<file path="config.mk">
export PLATFORM = sky130hd
export DESIGN_NAME = khs_ctrl
export DESIGN_NICKNAME = d
export VERILOG_FILES = /design/src/rtl/khs_pkg.sv /design/src/rtl/khs_ctrl.sv
export SDC_FILE = /design/constraint.sdc
export NUM_CORES = 1
export LEC_CHECK = 0
export BUFFER_PORTS_ARGS = -buffer_cell sky130_fd_sc_hd__buf_2
export CAP_MARGIN = 25
export CORE_AREA = 3 3 47 49
export CTS_CLUSTER_DIAMETER = 100
export DETAILED_ROUTE_END_ITERATION = 6
export DIE_AREA = 0 0 50 52
export HOLD_SLACK_MARGIN = 0.15
export MAX_ROUTING_LAYER = met4
export PLACE_DENSITY = 0.81
export SLEW_MARGIN = 20
export SYNTH_ARGS = -nofsm -noshare
export SYNTH_HDL_FRONTEND = slang
export SYNTH_SLANG_ARGS = --single-unit
</file>
<file path="constraint.sdc">
create_clock -name clk -period 1.85 [get_ports clk]
set_input_delay 0 -clock clk [delete_from_list [all_inputs] [get_ports clk]]
set_output_delay 0 -clock clk [all_outputs]
set_load 0.03 [all_outputs]
</file>
<file path="src/rtl/khs_pkg.sv">
// Shared types, constants and codes of the k-mer position hash set.
package khs_pkg;

    localparam int BUCKETS       = 256;
    localparam int WAYS          = 4;
    localparam int MAX_KEY_CHARS = 32;

    localparam int BKT_W   = (BUCKETS > 1) ? $clog2(BUCKETS) : 1;
    localparam int WAY_W   = (WAYS > 1) ? $clog2(WAYS) : 1;
    localparam int FILL_W  = $clog2(WAYS + 1);
    localparam int IDX_W   = (MAX_KEY_CHARS > 1) ? $clog2(MAX_KEY_CHARS) : 1;
    localparam int CNT_W   = $clog2(MAX_KEY_CHARS + 1);
    localparam int LEN_W   = 6;
    localparam int TSZ_W   = 9;
    localparam int CHAR_W  = 7;
    localparam int POS_W   = 31;
    localparam int HASH_W  = 32;
    localparam int DIV_CNT_W = 5;

    localparam logic [HASH_W-1:0] HASH_MASK = 32'h7FFF_FFFE;
    localparam logic [DIV_CNT_W-1:0] DIV_LAST = DIV_CNT_W'(POS_W - 1);

    localparam int CFG_W   = 9;
    localparam int CFG_IDX_W = 1;

    typedef enum logic [CFG_IDX_W-1:0] {
        CFG_KMER_LEN   = 1'b0,
        CFG_TABLE_SIZE = 1'b1
    } cfg_idx_t;

    typedef enum logic [2:0] {
        ST_ADDED     = 3'd0,
        ST_DUPLICATE = 3'd1,
        ST_WRONG_LEN = 3'd2,
        ST_FULL      = 3'd3,
        ST_FOUND     = 3'd4,
        ST_ABSENT    = 3'd5
    } status_t;

    typedef struct packed {
        logic              op;
        logic [CHAR_W-1:0] base;
        logic [POS_W-1:0]  position;
        logic              last;
    } item_t;

    typedef struct packed {
        logic [2:0]       status;
        logic             success;
        logic [BKT_W-1:0] bucket;
    } result_t;

    typedef struct packed {
        logic    accept;
        logic    div_init;
        logic    div_step;
        logic    fill_rd;
        logic    fill_load;
        logic    meta_rd;
        logic    char_rd;
        logic    way_next;
        logic    idx_next;
        logic    copy_wr;
        logic    meta_wr;
        logic    finish;
        status_t code;
    } cmd_t;

    typedef struct packed {
        logic div_done;
        logic len_ok;
        logic ovf;
        logic op;
        logic way_lt_fill;
        logic full;
        logic meta_match;
        logic char_eq;
        logic idx_last;
    } sts_t;

endpackage

</file>
<file path="src/rtl/khs_ctrl.sv">
// Controller: sequences hashing, modulo, bucket search and insertion.
module khs_ctrl (
    input  logic                 clk,
    input  logic                 rst_n,
    input  logic                 start,
    input  logic                 last,
    input  khs_pkg::sts_t        sts,
    output khs_pkg::cmd_t        cmd,
    output logic                 busy
);
    typedef enum logic [9:0] {
        S_IDLE  = 10'b00_0000_0001,
        S_DINIT = 10'b00_0000_0010,
        S_DIV   = 10'b00_0000_0100,
        S_FRD   = 10'b00_0000_1000,
        S_FCHK  = 10'b00_0001_0000,
        S_WAY   = 10'b00_0010_0000,
        S_MCMP  = 10'b00_0100_0000,
        S_CRD   = 10'b00_1000_0000,
        S_CCMP  = 10'b01_0000_0000,
        S_COPY  = 10'b10_0000_0000
    } state_t;

    state_t state_reg, state_next;

    assign busy = (state_reg != S_IDLE);

    always_comb
    begin
        cmd        = '0;
        cmd.code   = khs_pkg::ST_ADDED;
        state_next = state_reg;
        unique case (state_reg)
            S_IDLE:
            begin
                if (start)
                begin
                    cmd.accept = 1'b1;
                    if (last)
                        state_next = S_DINIT;
                end
            end
            S_DINIT:
            begin
                cmd.div_init = 1'b1;
                state_next   = S_DIV;
            end
            S_DIV:
            begin
                cmd.div_step = 1'b1;
                if (sts.div_done)
                    state_next = S_FRD;
            end
            S_FRD:
            begin
                cmd.fill_rd = 1'b1;
                state_next  = S_FCHK;
            end
            S_FCHK:
            begin
                cmd.fill_load = 1'b1;
                if (!sts.op && !sts.len_ok)
                begin
                    cmd.finish = 1'b1;
                    cmd.code   = khs_pkg::ST_WRONG_LEN;
                    state_next = S_IDLE;
                end
                else if (sts.ovf)
                begin
                    cmd.finish = 1'b1;
                    cmd.code   = khs_pkg::ST_ABSENT;
                    state_next = S_IDLE;
                end
                else
                    state_next = S_WAY;
            end
            S_WAY:
            begin
                if (sts.way_lt_fill)
                begin
                    cmd.meta_rd = 1'b1;
                    state_next  = S_MCMP;
                end
                else if (sts.op)
                begin
                    cmd.finish = 1'b1;
                    cmd.code   = khs_pkg::ST_ABSENT;
                    state_next = S_IDLE;
                end
                else if (sts.full)
                begin
                    cmd.finish = 1'b1;
                    cmd.code   = khs_pkg::ST_FULL;
                    state_next = S_IDLE;
                end
                else
                    state_next = S_COPY;
            end
            S_MCMP:
            begin
                if (sts.meta_match)
                    state_next = S_CRD;
                else
                begin
                    cmd.way_next = 1'b1;
                    state_next   = S_WAY;
                end
            end
            S_CRD:
            begin
                cmd.char_rd = 1'b1;
                state_next  = S_CCMP;
            end
            S_CCMP:
            begin
                if (!sts.char_eq)
                begin
                    cmd.way_next = 1'b1;
                    state_next   = S_WAY;
                end
                else if (sts.idx_last)
                begin
                    cmd.finish = 1'b1;
                    cmd.code   = sts.op ? khs_pkg::ST_FOUND : khs_pkg::ST_DUPLICATE;
                    state_next = S_IDLE;
                end
                else
                begin
                    cmd.idx_next = 1'b1;
                    state_next   = S_CRD;
                end
            end
            S_COPY:
            begin
                cmd.copy_wr = 1'b1;
                if (sts.idx_last)
                begin
                    // Key copied: commit length, position and fill.
                    cmd.meta_wr = 1'b1;
                    cmd.finish  = 1'b1;
                    cmd.code    = khs_pkg::ST_ADDED;
                    state_next  = S_IDLE;
                end
                else
                    cmd.idx_next = 1'b1;
            end
            default:
                state_next = S_IDLE;
        endcase
    end

    always_ff @(posedge clk or negedge rst_n)
    begin
        if (!rst_n)
            state_reg <= S_IDLE;
        else
            state_reg <= state_next;
    end
endmodule

</file>
-- Word level (Yosys, flattened, before mapping)
Cells that the tools add are included.
- reduce and logical (&&, ||, !) cells: 4
- muxes and demuxes: 39
- equal/unequal tests: 15
- operator list (cell ; count):
    $pmux W10 S10 ; 1
    $mux W10 ; 9
    $mux W4 ; 7
    $mux W8 ; 2
    $pmux W4 S4 ; 1
    $mux W1 ; 13
    $eq A10 B1 Y1 const B ; 1
    $eq A10 B10 Y1 const B ; 1
    $eq A10 B2 Y1 const B ; 1
    $eq A10 B3 Y1 const B ; 1
    $eq A10 B4 Y1 const B ; 1
    $eq A10 B5 Y1 const B ; 1
    $eq A10 B6 Y1 const B ; 1
    $eq A10 B7 Y1 const B ; 1
    $eq A10 B8 Y1 const B ; 1
    $eq A10 B9 Y1 const B ; 1
    $ne A10 B1 Y1 const B ; 1
    $ne A2 B2 Y1 const B ; 4
    $mux W6 ; 1
    $mux W5 ; 1
    $pmux W1 S2 ; 2
    $reduce_and A4 Y1 ; 1
    $mux W3 ; 1
    $logic_not A1 Y1 ; 2
    2 further kinds ; 2
- register bits: 10
- logic and storage cells: 59
- input bits: 13

-- Longest topological paths before layout
Gate-level depths: netlist (run 1).
- word-level depth: 4
- depth in mapped cells: 8
- gate-level depth less buffers: 7

-- Least setup slack after synthesis (run 1)
No wires, ideal clock.
- path kind: register to output
- start point: register state_reg[1]
- end point: output cmd[8] in the netlist's numbering
- cell stages (with the launch flop): 4
- path buffers: 0
- arrival time: 2.483 ns
- slack: -0.633 ns
- cells stage by stage: dfrtp_1 -> or4_4 -> or4_1 -> nor4b_1
- RTL lines (item ; RTL line ; text):
    start, declared ; khs_ctrl.sv:24 ; state_t state_reg, state_next;
    start signal, assigned ; khs_ctrl.sv:157 ; state_reg <= state_next;
    end, declared ; khs_ctrl.sv:8 ; output khs_pkg::cmd_t cmd,

==> impl_metrics.tcl, run 1 <==
set metrics [dict create \
    status "complete, but fails checks" \
    failed_checks "setup timing" \
    placed_cell_area_mm2 0.00113 \
    dr.first_iter.drc_count 52 \
    cts_tree "done" \
    maxCapViolCount 0 \
    finalCriticalPeriod_ns 2.26 \
    wl_per_cell_um 16.5 \
    rsz0062_at_grt "true" \
    grt_max_degree 10 \
    synth_compound_area_share_pct 16.5 \
    place_congestion 0.826 \
    vias 1035 \
    rr_worst_depth 6 \
    fill_cells 112 \
    synth-edff-count 0 \
    drive_above_1_share_pct 56.6 \
    fp-row-count 16 \
    synth_warnings 0 \
    r2r-start "state_reg[0]" \
    netlist_instances 89 \
    slowest_stage "or4b_4" \
    hp-class "input pin to asynchronous set/reset pin" \
    grtUsageTotal_pct 25.0 \
    grt_pass1_vias 1028 \
    synth_common_cells "15 x nor2_1, 9 x dfrtp_1, 5 x a21oi_1, 5 x inv_1, 5 x nand2_1" \
    grt_first_pass_wirelength_um 4790 \
    core_mm2 0.00190 \
    root_buffer "clkbuf_4" \
    place_ws_ns -0.191 \
    overflow 0 \
    drv_slew 0 \
    synth_cell_types 41 \
    hold_viol_final 0 \
    avgSynthCellArea_um2 8.53 \
    cp_cell_sequence "or4b_4 -> or3_4 -> or3_4 -> nand3b_1 -> buf_6" \
    area_growth_pct 95.6 \
    finClkSkew_ns 0.00814 \
    ant_nets 0 \
    worst_pin_slew_ns 0.458 \
    dp_hpwl_um 1910 \
    synthXorXnorAreaFrac_pct 2.31 \
    synth-seq-cells 10 \
    whs_ns 0.215 \
    synth_largest_area_cell "dfrtp_1" \
    crit_start "state_reg[8]" \
    endpoint "cmd[3]" \
    portBuffers 28 \
    antenna_found_initial 0 \
    synth.top_cells.by_area "dfrtp_1 30%, nor2_1 7.4%, nor4b_1 4.6%, dfstp_2 3.5%, a21oi_1 3.3%" \
    post_drt_via_cell_ratio 5.56 \
    final.period_utilization_pct 122 \
    die_w_um 50 \
    startpoint_type "register" \
    dr.pass1.iters 4 \
    crit_type "register to output port" \
    cpPeakStageDelay_ns 0.55 \
    r2r-end "state_reg[8]" \
    cp-end-kind "output port" \
    synth_mux_area_share_pct 1.32 \
    synth_fa_ha_area_share_pct 0 \
    vdd_drop_max_mv 0.482 \
    power_density_mw_per_mm2 710 \
    setup_viol 21 \
    ioPinCount 29 \
    dieArea_mm2 0.00260 \
    synth_most_common_cell "nor2_1" \
    critPathArrivalTime_ns 2.26 \
    fmax_mhz 442 \
    cts_buffers 3 \
    worst-path-max-fanout 2 \
    total_leakage_power_nw 0.710 \
    drcViolationCount 0 \
    yosysSeqAreaShare_pct 33.1 \
    start_util_pct 39.9 \
    htreeDepth 1 \
    clk_latency_ns 0.28 \
    synth_top_family_by_area "simple AND/OR/NAND/NOR gates" \
    postSynth.asyncResetShare_pct 100 \
    synth-simple-area-share_pct 41.2 \
    cts.clk_slew.worst_paths_ns 0.08 \
    insertedDiodeCount 0 \
    wl_um 3070 \
    cp_data_required_time_ns 1.85 \
    nets 173 \
    clkSinkCount 10 \
    finalWorstSetupSlack_ns -0.411 \
    largest_reg_flops 10 \
    ys.flop_type "dfrtp_1" \
    synth_nets 102 \
    crit_path_frequent_cell "or3_4" \
    syn-cell-area_um2 759 \
    cts_buffer_depth 2 \
    slew_headroom_pct 69.4 \
    reg2reg_setup_slack_ns -0.29 \
    final_area_mm2 0.00149 \
    synth_top_area_share_pct 29.7 \
    die_h_um 52 \
]
==> worst min-delay path by stage <==
stage / start / to / slack, ns / cells past startpoint
after floorplan: rst_n / state_reg[1] / -0.30 / 0
after global placement: rst_n / state_reg[6] / -0.13 / 1
after detailed placement: rst_n / state_reg[6] / -0.12 / 1
after CTS: rst_n / state_reg[0] / 0.22 / 2
after global routing: rst_n / state_reg[0] / 0.24 / 2
final: rst_n / state_reg[0] / 0.22 / 2
==> report_power, final <==
part / leakage, nW / internal (mW) / switching (mW)
Combinational: 0.554 / 0.286 / 0.299
Sequential: 0.136 / 0.246 / 0.0129
Clock: 0.0210 / 0.120 / 0.0903
==> placed cells by master, fill, tap and decap left out, types with 4 or more instances in the layout <==
cell type	count
a21oi_1	4
buf_2	13
buf_4	34
buf_6	10
clkbuf_4	4
dfrtp_1	9
dlygate4sd3_1	11
inv_1	4
nand2_1	4
nor2_1	11
==> cell type report <==
cell class,count,area [um2],area share [%]
inverters,6,22.5,1.52
clock buffers,4,36.3,2.44
multi-input cells,70,591,39.8
repair buffers,69,551,37.1
flip-flops and latches,10,251,16.9
well taps,27,33.8,2.27
==> worst max-delay path, delay by kind of cell (launching register included) <==
kind	cells	cell delay, ns
simple gates	4	1.46
buf+inv	1	0.14
flops	1	0.38
==> logic make-up (layout without fill, tap and decap cells) <==
group,count (synthesis),after routing
and+or+nand+nor,50,50
muxes,1,1
xor gates and xnor gates,2,2
buffers and inverters,9,79
AOI/OAI and AO/OA,17,17
DFF,10,10
==> through the flow <==
| step | cells | TNS (ns) | power [mW] | utilization, % |
|---|---|---|---|---|
| 3_5_place_dp | 162 | -1.32 | 0.711 | 59.5 |
| 2_1_floorplan | 89 | -0.663 | 0.536 | - |
| 4_1_cts | 182 | -3.98 | 0.979 | 73.5 |
| 6_report | 186 | -4.49 | 1.05 | 78.1 |
| 5_1_grt | 186 | -6.31 | 1.10 | 78.1 |
| 3_3_place_gp | 162 | -1.03 | 0.691 | 59.5 |
==> metal layers <==
layer	GRT usage [%]	vias to the layer above	share of wire [%]
li1	-	472	-
met1	28.5	475	39
met2	42.0	70	48
met3	3.72	18	8.6
met4	14.3	0	4.0
met5	-	-	0
==> timing repair <==
action	4_1_cts	5_1_grt
buffers inserted	5	5
hold endpoints to repair	18	0
pin swaps	2	5
gates resized for setup	25	15
hold buffers	11	0
endpoints found under the setup margin	20	23
Note: power is estimated with default switching activity, not from simulation.
==> run 2: changes to the inputs <==
Settings changed: ABC_AREA set to 1, TNS_END_PERCENT set to 10.
==> run 2 against run 1 <==
  * The run now ends clean
  * Area after synthesis is 0.66% lower
  * Critical path depth rose by 2
  * Clock power decreased by 21%
  * Largest power group unchanged
==> impl_metrics.tcl, run 2 <==
set metrics [dict create \
    wl_um 2390 \
    synth_cell_types 24 \
    cts_buffer_depth 2 \
    status "finished, final reports clean" \
    hp-class "input pin to asynchronous set/reset pin" \
    grtUsageTotal_pct 18.6 \
    netlist_instances 121 \
    synthXorXnorAreaFrac_pct 0 \
    r2r-end "state_reg[7]" \
    dr.first_iter.drc_count 28 \
    cts_buffers 3 \
    synth_fa_ha_area_share_pct 0 \
    fmax_mhz 559 \
    syn-cell-area_um2 754 \
    ys.flop_type "dfrtp_1" \
    final_cell_mix "32 x nand2_1, 26 x buf_2, 25 x inv_1" \
    synth-seq-cells 10 \
    nets 185 \
    cp-end-kind "output port" \
    crit_type "register to output port" \
    final_area_mm2 0.00115 \
    worst_pin_slew_ns 0.463 \
    placed_cell_area_um2 928 \
    r2r-start "state_reg[9]" \
    synth-simple-area-share_pct 47.3 \
    synth.top_cells.by_area "dfrtp_1 30%, nand2_1 16%, inv_1 12%, nor2_1 11%, nor2_2 4.1%" \
    place_congestion 0.877 \
    root_buffer "clkbuf_4" \
    drive_above_1_share_pct 31.6 \
    maxCapViolCount 0 \
    portBuffers 28 \
    synth_compound_area_share_pct 5.80 \
    clkSinkCount 10 \
    drv_slew 0 \
    hold_viol_final 0 \
    clk_latency_ns 0.27 \
    regArea_um2 251 \
    largest_reg_flops 10 \
    drcViolationCount 0 \
    wl_per_cell_um 12.1 \
    power_density_mw_per_mm2 913 \
    core_mm2 0.00190 \
    post_drt_via_cell_ratio 4.83 \
    place_ws_ns 0.359 \
    area_growth_pct 53.1 \
    finalCriticalPeriod_ns 1.79 \
    yosysSeqAreaShare_pct 33.3 \
    dr.pass1.iters 4 \
    die_w_um 50 \
    critPathArrivalTime_ns 1.79 \
    multiInputGateArea_um2 430 \
    synth-edff-count 0 \
    finalWorstSetupSlack_ns 0.0599 \
    cts_tree "done" \
    fp-row-count 16 \
    ioPinCount 29 \
    total_leakage_power_nw 0.717 \
    ant_nets 0 \
    reg2reg_setup_slack_ns 0.12 \
    layout.cells.most_common "nand2_1" \
    vdd_drop_max_mv 0.702 \
    synth_most_common_cell "nand2_1" \
    startpoint_type "register" \
    synth_warnings 0 \
    dp_hpwl_um 1530 \
    final.period_utilization_pct 96.8 \
    synth_mux_area_share_pct 0 \
    fill_cells 162 \
    dieArea_mm2 0.00260 \
    finClkSkew_ns 0.00947 \
    htreeDepth 1 \
    slew_headroom_pct 69.0 \
    synth_top_area_share_pct 29.9 \
    synth_nets 134 \
    grt_first_pass_wirelength_um 3590 \
    postSynth.asyncResetShare_pct 100 \
    synth_common_cells "33 x nand2_1, 25 x inv_1, 23 x nor2_1" \
    worst-path-max-fanout 6 \
    grt_max_degree 10 \
    cts.clk_slew.worst_paths_ns 0.08 \
    rr_worst_depth 7 \
    overflow 0 \
    grt_pass1_vias 865 \
    vias 956 \
    antenna_found_initial 0 \
    synth_top_family_by_area "simple AND/OR/NAND/NOR gates" \
    die_h_um 52 \
    setup_viol 0 \
    insertedDiodeCount 0 \
    start_util_pct 39.7 \
    synth_largest_area_cell "dfrtp_1" \
    cp_data_required_time_ns 1.85 \
    avgSynthCellArea_um2 6.24 \
]
[run 2: changes by cell type after synthesis, moves of 2 or more]
cell / change
a21oi_1: -5
nor2_1: +8
inv_1: +20
nor4b_1: -4
a32oi_1: -2
xor2_1: -2
o21bai_1: -2
nand4_1: +2
nor2_2: +5
or3_4: -2
and3_1: -2
and4b_1: -2
nand2_1: +28
[run 2: cell families after synthesis]
family / after synthesis
buffers and inverters: 27
flip-flops: 10
AND/OR/NAND/NOR: 78
AO/OA/AOI/OAI: 6
[run 2: through the flow]
step	hold WS [ns]	util, %	power (mW)	std cells	setup TNS (ns)
global placement	-0.127	48.8	0.781	176	0
CTS	0.230	56.5	0.980	192	0
finish	0.225	60.7	1.05	198	0
detailed placement	-0.123	48.8	0.797	176	0
global route	0.217	60.7	1.14	198	-0.181
floorplan	-0.296	-	0.678	121	0
[run 2: routing by layer]
layer,up-vias,track usage [%],part of all wire [%],wire [um]
li1,467,-,-,-
met1,432,20.5,40,964
met2,47,30.2,50,1190
met3,10,4.87,5.9,140
met4,0,11.1,3.8,90
met5,-,-,0,0
[run 2: worst max path at each step]
stage | from | endpoint | slack [ns] | depth (start not counted)
6_report | state_reg[9] | cmd[3] | 0.06 | 7
4_1_cts | state_reg[0] | cmd[3] | 0.07 | 10
5_1_grt | state_reg[1] | cmd[3] | -0.09 | 8
3_5_place_dp | state_reg[0] | cmd[3] | 0.36 | 10
2_1_floorplan | state_reg[1] | cmd[1] | 0.16 | 5
3_3_place_gp | state_reg[0] | cmd[3] | 0.38 | 10
[run 2: what timing repair did]
item / 4_1_cts / 5_1_grt
hold buffers: 12 / 0
gates resized for setup: 0 / 10
endpoints found under the hold margin: 15 / 0
buffers inserted: 0 / 6
setup endpoints to repair: 0 / 2
[run 2: layout make-up]
class,count,area share (%)
inverter,27,8.88
timing repair buffer,46,26.9
tap,27,2.93
sequential,10,21.8
multi-input combinational,84,37.3
clock buffer,4,2.28
[run 2: where the power goes]
| group | switching, mW | internal, mW |
|---|---|---|
| registers | 0.0415 | 0.262 |
| logic | 0.381 | 0.205 |
| clock network | 0.0815 | 0.0833 |
| total | 0.504 | 0.551 |
[run 2: worst max-delay path: stages, from the launching register on]
cell and delay, ns:
dfrtp_1 0.43, nor2_2 0.20, nand2_4 0.09, nand3b_1 0.29
nor2_1 0.20, nor2_2 0.05, o21ai_0 0.07, buf_4 0.19
==> run 3: changes to the inputs <==
Settings changed: CORE_AREA 3 3 47 49 to 3 3 49 74, DIE_AREA 0 0 50 52 to 0 0 52 77, PLACE_DENSITY 0.81 to 0.58.
==> run 3 against run 2 <==
  * Worst setup slack better by 0.11 ns
  * Power up 2.8%
  * Die area increased by 54%
  * Core utilization decreased by 25 points
  * Sequential share of layout area up 0.94 points
  * Highest routed layer unchanged
  * Clock power grew 71%
  * Via count down 8.1%
==> impl_metrics.tcl, run 3 (synthesis gave the netlist of run 2 again) <==
set metrics [dict create \
    drcViolationCount 0 \
    whs_ns 0.148 \
    startpoint_type "register" \
    final.period_utilization_pct 90.9 \
    root_buffer "clkbuf_8" \
    p_comb_share_pct 47.0 \
    rr_worst_depth 6 \
    rsz0062_at_grt "false" \
    insertedDiodeCount 0 \
    cts_buffer_depth 2 \
    fill_cells 329 \
    die_h_um 77 \
    dr.pass1.iters 4 \
    fmax_mhz 595 \
    wl_per_cell_um 10.1 \
    cp.buffers_inverters 2 \
    nets 177 \
    vias 879 \
    setup_viol 0 \
    worst_pin_slew_ns 0.279 \
    slew_headroom_pct 81.2 \
    fp-row-count 25 \
    vdd_drop_max_mv 0.386 \
    ant_nets 0 \
    antenna_found_initial 0 \
    dieArea_mm2 0.00400 \
    cts_buffers 3 \
    finClkSkew_ns 0.00869 \
    status "finished, final reports clean" \
    p_int_mw 0.618 \
    cpPeakStageDelay_ns 0.55 \
    core_mm2 0.00310 \
    die_w_um 52 \
    drive_above_1_share_pct 28.8 \
    hold_viol_final 0 \
    cts.clk_slew.worst_paths_ns 0.05 \
    grtUsageTotal_pct 12.4 \
    layout.cells.most_common "nand2_1" \
    start_util_pct 24.4 \
    post_drt_via_cell_ratio 4.33 \
    cp_data_required_time_ns 1.85 \
    cp-end-kind "output port" \
    ioPinCount 29 \
    finalCriticalPeriod_ns 1.68 \
    power_switching_mw 0.466 \
    clk_latency_ns 0.24 \
    r2r-start "state_reg[4]" \
    htreeDepth 1 \
    cp_cell_sequence "nor2_2 -> nand2_4 -> nor2_1 -> nand2_2 -> inv_2 -> nand2_1 -> nand2_1 -> nor2_1 -> o21ai_0 -> buf_2" \
    setup_tns_ns 0 \
    worst-path-max-fanout 8 \
    power_mw 1.08 \
    swShare_pct 43.0 \
    maxCapViolCount 0 \
    hp-class "input pin to asynchronous set/reset pin" \
    power_density_mw_per_mm2 979 \
    place_congestion 0.756 \
    reg2reg_setup_slack_ns 0.18 \
    multiInputGateArea_um2 405 \
    portBuffers 28 \
    total_leakage_power_nw 0.688 \
    r2r-end "state_reg[7]" \
    area_growth_pct 46.8 \
    final_cell_mix "32 x nand2_1, 27 x buf_2, 25 x inv_1" \
    dr.first_iter.drc_count 5 \
    wl_um 2050 \
    slowest_stage "dfstp_2" \
    cts_tree "done" \
    regArea_um2 251 \
    drv_slew 0 \
    p_clk_share_pct 26.0 \
    largest_reg_flops 10 \
    dp_hpwl_um 1660 \
    critPathArrivalTime_ns 1.68 \
    overflow 0 \
    seq_power_share_pct 27.0 \
    grt_first_pass_wirelength_um 3610 \
    crit_type "register to output port" \
    utilization_pct 35.8 \
    cp_top_family "flip-flops" \
    grt_pass1_vias 907 \
    clkSinkCount 10 \
    grt_max_degree 11 \
]
[run 3: cell type report]
| type | instances | area share (%) |
|---|---|---|
| Clock buffer | 4 | 4.97 |
| Inverter | 27 | 9.27 |
| Multi-Input combinational cell | 84 | 36.6 |
| Sequential cell | 10 | 22.7 |
| Tap cell | 40 | 4.52 |
| Timing Repair Buffer | 38 | 21.9 |
[run 3: how the worst max path moves through the flow]
stage / startpoint / to / slack, ns / depth (start not counted)
global route: state_reg[3] / cmd[1] / 0.005 / 6
CTS: state_reg[0] / cmd[3] / 0.09 / 10
finish: state_reg[0] / cmd[3] / 0.17 / 10
detailed placement: state_reg[0] / cmd[3] / 0.36 / 10
floorplan: state_reg[1] / cmd[1] / 0.16 / 5
global placement: state_reg[0] / cmd[3] / 0.36 / 10
[run 3: through the flow]
step	instance area, um2	worst slack [ns]	instances
finish	1110	0.169	203
global route	1110	0.00458	203
CTS	1100	0.0873	203
detailed placement	945	0.363	189
global placement	945	0.356	189
floorplan	754	0.165	121
[run 3: power groups by stage]
stage	sequential (mW)	combinational [mW]	clock (mW)
2_1_floorplan	0.291	0.387	0
3_3_place_gp	0.297	0.499	0
3_5_place_dp	0.297	0.500	0
4_1_cts	0.293	0.518	0.290
5_1_grt	0.299	0.587	0.295
6_report	0.293	0.510	0.282
[run 3: timing repair]
action / in CTS / in global routing
hold buffers: 10 / 0
endpoints found under the hold margin: 15 / 0
setup buffers: 0 / 0
resized for setup: 0 / 3
setup endpoints to repair: 0 / 4
[run 3: metal layers]
| layer | GRT usage (%) | vias to the layer above | routed length [um] |
|---|---|---|---|
| met2 | 22.9 | 25 | 1130 |
| met4 | 7.87 | 0 | 67 |
| met5 | - | - | 0 |
| li1 | - | 452 | - |
| met1 | 11.0 | 397 | 769 |
| met3 | 1.75 | 5 | 79 |
[run 3: worst reg2reg max path, stage by stage (launching register included)]
cell and delay [ns]:
dfrtp_1 0.42, nor2_2 0.18, nand2_1 0.11, nor2_4 0.14, nand4_1 0.13, nand2_1 0.09, dlygate4sd3_1 0.54
